<file path="src/hdl/lzsswd_pkg.sv">
`default_nettype none
package lzsswd_pkg;

  // Window geometry
  localparam int WIN_DEPTH        = 128;
  localparam int LOOKAHEAD        = 16;
  localparam int MIN_MATCH_OFFSET = 2;
  localparam int WIN_AW           = $clog2(WIN_DEPTH);
  localparam int FILL_LIMIT       = WIN_DEPTH - LOOKAHEAD;
  localparam logic [WIN_AW-1:0] WP_START = WIN_AW'(FILL_LIMIT);

  // Byte used to prefill the low part of the window
  localparam logic [7:0] FILL_BYTE = 8'h20;

  // Run counter holds the count minus one: low nibble + MIN_MATCH_OFFSET
  localparam int RUN_W = 5;

  typedef struct packed {
    logic [7:0] code_byte;
    logic       stream_start;
  } src_word_t;

  typedef struct packed {
    logic [7:0] out_byte;
    logic       last_of_run;
  } dst_word_t;

  // Window port request from the sequencer
  typedef struct packed {
    logic              we;
    logic [WIN_AW-1:0] waddr;
    logic [7:0]        wdata;
    logic              re;
    logic [WIN_AW-1:0] raddr;
    logic              clr_low;
  } win_req_t;

  typedef enum logic [3:0] {
    ST_IDLE  = 4'b0001,
    ST_LIT   = 4'b0010,
    ST_READ  = 4'b0100,
    ST_WRITE = 4'b1000
  } seq_state_t;

endpackage
`default_nettype wire

</file>
<file path="src/hdl/lzsswd_window.sv">
`default_nettype none
module lzsswd_window (
  input  wire logic             clk,
  input  wire logic             rst,
  input  wire lzsswd_pkg::win_req_t req,
  output logic [7:0]            rdata
);
  import lzsswd_pkg::*;

  logic [7:0]           mem [WIN_DEPTH];
  logic [WIN_DEPTH-1:0] vld;
  logic [7:0]           mem_q;
  logic                 rd_vld;
  logic                 rd_low;

  // Valid bits: cleared by reset, low part cleared on a new stream
  always_ff @(posedge clk) begin
    if (rst) begin
      vld <= '0;
    end else begin
      for (int i = 0; i < WIN_DEPTH; i++) begin
        if (req.clr_low && (i < FILL_LIMIT)) begin
          vld[i] <= 1'b0;
        end
      end
      if (req.we) begin
        vld[req.waddr] <= 1'b1;
      end
    end
  end

  // Storage array, one write and one registered read port
  always_ff @(posedge clk) begin
    if (req.we) begin
      mem[req.waddr] <= req.wdata;
    end
    if (req.re) begin
      mem_q  <= mem[req.raddr];
      rd_vld <= vld[req.raddr];
      rd_low <= (req.raddr < WIN_AW'(FILL_LIMIT));
    end
  end

  // Unwritten low entries read as the fill value, unwritten upper entries as zero
  assign rdata = rd_vld ? mem_q : (rd_low ? FILL_BYTE : 8'h00);

endmodule
`default_nettype wire

</file>
<file path="src/hdl/lzsswd_ctrl.sv">
`default_nettype none
module lzsswd_ctrl (
  input  wire logic                  clk,
  input  wire logic                  rst,
  input  wire logic                  src_valid,
  output logic                       src_ready,
  input  wire lzsswd_pkg::src_word_t src_word,
  input  wire logic                  slot_free,
  output logic                       emit_valid,
  output lzsswd_pkg::dst_word_t      emit_word,
  output lzsswd_pkg::win_req_t       win_req,
  input  wire logic [7:0]            win_rdata
);
  import lzsswd_pkg::*;

  seq_state_t        state, state_next;
  logic [8:0]        flag, flag_next;
  logic              pending, pending_next;
  logic [7:0]        held, held_next;
  logic [WIN_AW-1:0] wp, wp_next;
  logic [WIN_AW-1:0] raddr, raddr_next;
  logic [RUN_W-1:0]  rem, rem_next;
  logic [7:0]        lit, lit_next;
  logic [11:0]       pos_full;

  assign src_ready = (state == ST_IDLE);
  assign pos_full  = {src_word.code_byte[7:4], held};

  always_ff @(posedge clk) begin
    if (rst) begin
      state   <= ST_IDLE;
      flag    <= '0;
      pending <= 1'b0;
      held    <= '0;
      wp      <= WP_START;
    end else begin
      state   <= state_next;
      flag    <= flag_next;
      pending <= pending_next;
      held    <= held_next;
      wp      <= wp_next;
    end
  end

  always_ff @(posedge clk) begin
    raddr <= raddr_next;
    rem   <= rem_next;
    lit   <= lit_next;
  end

  // Sequencer: decode one word, then emit a literal or run the copy loop through the window port
  always_comb begin
    state_next   = state;
    flag_next    = flag;
    pending_next = pending;
    held_next    = held;
    wp_next      = wp;
    raddr_next   = raddr;
    rem_next     = rem;
    lit_next     = lit;
    win_req      = '0;
    emit_valid   = 1'b0;
    emit_word    = '0;

    unique case (state)
      ST_IDLE: begin
        if (src_valid) begin
          if (src_word.stream_start) begin
            // new stream: this word is always a flag word
            flag_next       = {1'b1, src_word.code_byte};
            pending_next    = 1'b0;
            held_next       = '0;
            wp_next         = WP_START;
            win_req.clr_low = 1'b1;
          end else if (flag[8:1] == '0) begin
            flag_next = {1'b1, src_word.code_byte};
          end else if (pending) begin
            raddr_next   = pos_full[WIN_AW-1:0];
            rem_next     = {1'b0, src_word.code_byte[3:0]} + RUN_W'(MIN_MATCH_OFFSET);
            pending_next = 1'b0;
            held_next    = '0;
            flag_next    = flag >> 1;
            state_next   = ST_READ;
          end else if (flag[0]) begin
            lit_next   = src_word.code_byte;
            flag_next  = flag >> 1;
            state_next = ST_LIT;
          end else begin
            held_next    = src_word.code_byte;
            pending_next = 1'b1;
          end
        end
      end

      ST_LIT: begin
        if (slot_free) begin
          emit_valid            = 1'b1;
          emit_word.out_byte    = lit;
          emit_word.last_of_run = 1'b1;
          win_req.we            = 1'b1;
          win_req.waddr         = wp;
          win_req.wdata         = lit;
          wp_next               = wp + WIN_AW'(1);
          state_next            = ST_IDLE;
        end
      end

      ST_READ: begin
        win_req.re    = 1'b1;
        win_req.raddr = raddr;
        raddr_next    = raddr + WIN_AW'(1);
        state_next    = ST_WRITE;
      end

      ST_WRITE: begin
        // copied byte goes out and back into the window
        if (slot_free) begin
          emit_valid            = 1'b1;
          emit_word.out_byte    = win_rdata;
          emit_word.last_of_run = (rem == '0);
          win_req.we            = 1'b1;
          win_req.waddr         = wp;
          win_req.wdata         = win_rdata;
          wp_next               = wp + WIN_AW'(1);
          rem_next              = rem - RUN_W'(1);
          state_next            = (rem == '0) ? ST_IDLE : ST_READ;
        end
      end

      default: begin
        state_next = ST_IDLE;
      end
    endcase
  end

endmodule
`default_nettype wire

</file>
<file path="src/hdl/lzss_window_decompressor.sv">
// Channel | Direction | Handshake            | Word
// src     | in        | src_valid/src_ready  | code_byte, stream_start
// dst     | out       | dst_valid/dst_ready  | out_byte, last_of_run
//
// Flag word or first match word: taken in ST_IDLE. Literal: emitted from ST_LIT.
// Match: 3 to 18 copied bytes, each read in ST_READ and then emitted and
// written back in ST_WRITE, a read-then-write loop through the window port.
// Reset is synchronous; the window reads as spaces/zeros until written.
// A stalled dst holds the sequencer; src_ready is low while a word is busy.
`default_nettype none
module lzss_window_decompressor (
  input  wire logic                  clk,
  input  wire logic                  rst,
  input  wire logic                  src_valid,
  output logic                       src_ready,
  input  wire lzsswd_pkg::src_word_t src_word,
  output logic                       dst_valid,
  input  wire logic                  dst_ready,
  output lzsswd_pkg::dst_word_t      dst_word
);
  import lzsswd_pkg::*;

  logic       slot_free;
  logic       emit_valid;
  dst_word_t  emit_word;
  win_req_t   win_req;
  logic [7:0] win_rdata;

  assign slot_free = !dst_valid || dst_ready;

  lzsswd_ctrl u_ctrl (
    .clk        (clk),
    .rst        (rst),
    .src_valid  (src_valid),
    .src_ready  (src_ready),
    .src_word   (src_word),
    .slot_free  (slot_free),
    .emit_valid (emit_valid),
    .emit_word  (emit_word),
    .win_req    (win_req),
    .win_rdata  (win_rdata)
  );

  lzsswd_window u_window (
    .clk   (clk),
    .rst   (rst),
    .req   (win_req),
    .rdata (win_rdata)
  );

  // Output register
  always_ff @(posedge clk) begin
    if (rst) begin
      dst_valid <= 1'b0;
    end else if (emit_valid) begin
      dst_valid <= 1'b1;
    end else if (dst_ready) begin
      dst_valid <= 1'b0;
    end
  end

  always_ff @(posedge clk) begin
    if (emit_valid) begin
      dst_word <= emit_word;
    end
  end

endmodule
`default_nettype wire

</file>
<file path="config.mk">
export PLATFORM = sky130hd
export DESIGN_NAME = lzss_window_decompressor
export DESIGN_NICKNAME = d
export VERILOG_FILES = /design/src/hdl/lzsswd_pkg.sv /design/src/hdl/lzsswd_window.sv /design/src/hdl/lzsswd_ctrl.sv /design/src/hdl/lzss_window_decompressor.sv
export SDC_FILE = /design/constraint.sdc
export NUM_CORES = 2
export LEC_CHECK = 0
export ABC_CLOCK_PERIOD_IN_PS = 4900
export BUFFER_PORTS_ARGS = -buffer_cell sky130_fd_sc_hd__buf_2
export CAP_MARGIN = 20
export CELL_PAD_IN_SITES_DETAIL_PLACEMENT = 0
export CELL_PAD_IN_SITES_GLOBAL_PLACEMENT = 1
export CORE_MARGIN = 4
export CORE_UTILIZATION = 28
export CTS_BUF_LIST = sky130_fd_sc_hd__clkbuf_8 sky130_fd_sc_hd__clkbuf_16
export CTS_CLUSTER_DIAMETER = 100
export DETAILED_ROUTE_END_ITERATION = 16
export GPL_ROUTABILITY_DRIVEN = 0
export PLACE_DENSITY = 0.47
export SYNTH_ARGS = -nofsm -noshare
export SYNTH_HDL_FRONTEND = slang
export SYNTH_HIERARCHICAL = 1
export SYNTH_SLANG_ARGS = --single-unit
</file>
<file path="constraint.sdc">
create_clock -name clk -period 4.9 [get_ports clk]
set_clock_uncertainty 0.1 [all_clocks]
set_input_delay 0.98 -clock clk [delete_from_list [all_inputs] [get_ports clk]]
set_output_delay 0.98 -clock clk [all_outputs]
set_load 0.01 [all_outputs]
</file>
==> results_dict.tcl <==
set metrics [dict create \
    io-pin-count 24 \
    die_x_um 422 \
    worstPathRequired_ns 5.31 \
    fin_crit_ns 4.38 \
    remaining_drc_errors 0 \
    grt_max_degree 97 \
    r2r-start "u_ctrl/state[2]$_SDFFE_PP0P_" \
    portBuffers 23 \
    dieArea_sq_um 178000 \
    final_antenna_net_count 0 \
    synth_fp_nets 2719 \
    clk_latency_ns 0.77 \
    antenna_found_initial 3 \
    layoutNonFillerInstCount 5259 \
    grt_setup_unrepaired "false" \
    core_sq_um 170000 \
    fin_util 0.333 \
    r2r_cells 9 \
    h-tree-depth 4 \
    cts_tree "yes" \
    cap_violations 0 \
    setup.worst_path.start_class "register" \
    gr-total-overflow 0 \
    hold_end "u_window/vld[96]$_SDFF_PP0_" \
    grt_pass1_wl_um 202000 \
    syn_avg_cell_area_sq_um 17.8 \
    crit_fanout 32 \
    ys_seq_area_frac 0.729 \
    clockBufferDepth 3 \
    cts.sinks 1220 \
    areaGrowthSynthToFinish_pct 17.6 \
    setup_viol 0 \
    dpl.hpwl_um 90800 \
    ys_ff_latch 1220 \
    synth_enable_flop_cells 1063 \
    slew-limit-headroom 0.220 \
    post-route-period-util 0.894 \
    num_rows 151 \
    vdd_ir_drop_max_mv 0.331 \
    first_iter_violations 2264 \
    ys_warn_count 6 \
    place_area_sq_um 52200 \
    grt_pass1_vias 26898 \
    die_y_um 422 \
    power-per-cell-area_nw_per_um2 376 \
    report.final.slew_viol_count 0 \
    track_usage 0.157 \
    cp-end-kind "register" \
    synth_flop_cell "edfxtp_1" \
    hold_path_startpoint "u_window/vld[96]$_SDFF_PP0_" \
    final-hold-violation-count 0 \
    cts_resized 0 \
    cts_buffers 140 \
    path_cells "nor4b_2 -> buf_12 -> and2_4 -> buf_4 -> mux4_1 -> mux4_2 -> o22ai_1 -> nor3_1 -> o32a_1" \
    ys_async_sr_fraction 0 \
    syn_area_sq_um 48100 \
    dp_cells 5003 \
    drive_gt1_frac 0.249 \
    hold_buffers 0 \
    path_delay_family "simple AND/OR/NAND/NOR gates" \
    first_pass_iters 5 \
    clk_pin_slew_worst_paths_ns 0.06 \
    finalSetupTns_ns 0 \
    start_util 0.283 \
    worstMarginPinSlew_ns 1.17 \
    fin_area_sq_um 56600 \
    slowest_delay_ns 0.61 \
    crit_buf_inv 2 \
    route.vias.total 25842 \
    viasPerCell 4.91 \
    wl_um 141000 \
    synthCells 2702 \
    reg2reg_slack_ns 0.52 \
    nets 2944 \
    status "finished clean" \
    cp_slowest_cell "mux4_1" \
    path_class "register to register" \
    hp-class "register to register" \
    cts_setup_buffers 0 \
    hold-path-cell-count 2 \
    p_leak_nw 16.5 \
    arrival_ns 4.79 \
    fmax_mhz 228 \
    reg2reg_to "u_window/mem_q[0]$_DFFE_PP_" \
    avgRoutedWirePerCell_um 26.8 \
    clock_tree.root_cell "clkbuf_16" \
    synth.distinct_cells 73 \
]
## cell usage after synthesis (26+ instances only)
| cell type | instances | area share |
|---|---|---|
| a21oi_1 | 145 | 0.015 |
| inv_1 | 38 | 0.0030 |
| mux2i_1 | 102 | 0.021 |
| edfxtp_1 | 1063 | 0.66 |
| mux4_2 | 259 | 0.12 |
| nor2_1 | 242 | 0.019 |
| and2_1 | 30 | 0.0039 |
| buf_2 | 45 | 0.0047 |
| dfxtp_1 | 157 | 0.065 |
| buf_4 | 33 | 0.0051 |
| nand2_1 | 103 | 0.0080 |
| clkbuf_1 | 70 | 0.0055 |
| nor2b_1 | 37 | 0.0048 |
| o22ai_1 | 47 | 0.0061 |
| a22oi_1 | 26 | 0.0041 |
## stage by stage
step	setup WS (ns)	power, mW	hold slack, ns
finish	0.518	21.3	0.366
global route	0.294	22.1	0.317
CTS	0.450	21.6	0.302
detailed placement	0.482	11.6	0.357
global placement	0.495	11.6	0.349
floorplan	1.24	11.6	0.335
## worst register-to-register path, cell delays in order (launching register included)
cell     delay [ns]
dfxtp_1        0.45
nor4b_2        0.35
buf_12         0.25
and2_4         0.59
buf_4          0.36
mux4_1         0.62
mux4_2         0.50
o22ai_1        0.34
nor3_1         0.19
o32a_1         0.39
## flip-flops by register name, indices dropped and copies added (netlist names), 4 cells and up
| register | count |
|---|---|
| u_ctrl/rem | 5 |
| u_ctrl/state | 4 |
| dst_word | 9 |
| u_window/vld | 128 |
| u_ctrl/lit | 8 |
| u_ctrl/raddr | 7 |
| u_ctrl/flag | 9 |
| u_ctrl/held | 7 |
| u_window/mem | 1024 |
| u_ctrl/wp | 7 |
| u_window/mem_q | 8 |
## layer usage
layer,vias up,track usage,wire [um]
met2,654,0.258,68000
li1,11241,-,-
met3,162,0.0292,6840
met4,0,0.0405,2990
met5,-,0,0
met1,13785,0.214,63200
## where the power goes
group	total, mW	switching, mW	internal (mW)	leakage [nW]
combinational	0.248	0.176	0.0719	4.56
clock	9.86	4.11	5.75	2.29
sequential	11.2	0.0197	11.2	9.60
total	21.3	4.31	17.0	16.5
## logic make-up (layout without fill, tap and decap cells)
group,count (synthesis),after routing,share of synthesized area
flops,1220,1220,0.729
mux,372,372,0.146
buf+inv,209,546,0.0217
simple gates,528,528,0.0512
xor+xnor,11,11,0.00200
fa+ha+maj,4,4,0.00104
other cells,0,2,0
compound gates,358,358,0.0491
## cell type report
type / instances / area (sq um)
multi-input cells: 1273 / 12100
diodes: 2 / 5.00
fillers: 16178 / 113000
clock inverters: 96 / 567
repair buffers: 253 / 2100
inverters: 39 / 149
clock buffers: 158 / 3810
well taps: 2218 / 2780
flip-flops and latches: 1220 / 35100
## worst max path at each step
stage | startpoint | to | slack (ns) | cells past startpoint
3_3_place_gp | u_ctrl/state[2]$_SDFFE_PP0P_ | u_window/rd_vld$_DFFE_PP_ | 0.49 | 10
5_1_grt | u_ctrl/state[2]$_SDFFE_PP0P_ | u_window/rd_vld$_DFFE_PP_ | 0.29 | 10
6_report | u_ctrl/state[2]$_SDFFE_PP0P_ | u_window/mem_q[0]$_DFFE_PP_ | 0.52 | 9
3_5_place_dp | u_ctrl/state[3]$_SDFFE_PP0P_ | u_window/rd_vld$_DFFE_PP_ | 0.48 | 10
4_1_cts | u_ctrl/state[2]$_SDFFE_PP0P_ | u_window/rd_vld$_DFFE_PP_ | 0.45 | 10
2_1_floorplan | u_ctrl/state[3]$_SDFFE_PP0P_ | u_window/mem_q[0]$_DFFE_PP_ | 1.24 | 11
## placed cells by master, fill, tap and decap left out, types with 13 or more instances in the layout
cell | synthesis | routed
buf_2 | 45 | 22
a22oi_1 | 26 | 26
inv_1 | 38 | 75
nor2b_1 | 37 | 37
clkbuf_8 | 0 | 13
and2_1 | 30 | 27
dfxtp_1 | 157 | 157
nand2_1 | 103 | 103
a21oi_1 | 145 | 145
o22ai_1 | 47 | 47
buf_12 | 1 | 20
clkbuf_16 | 0 | 145
nor2_1 | 242 | 242
nor3_1 | 18 | 18
buf_4 | 33 | 210
edfxtp_1 | 1063 | 1063
clkinv_2 | 0 | 19
a22o_1 | 21 | 13
mux4_2 | 259 | 259
mux2i_1 | 102 | 102
a21o_1 | 13 | 13
clkinv_1 | 1 | 24
o21ai_0 | 22 | 22
nand3_1 | 21 | 21
Note: power is estimated with default switching activity, not from simulation.
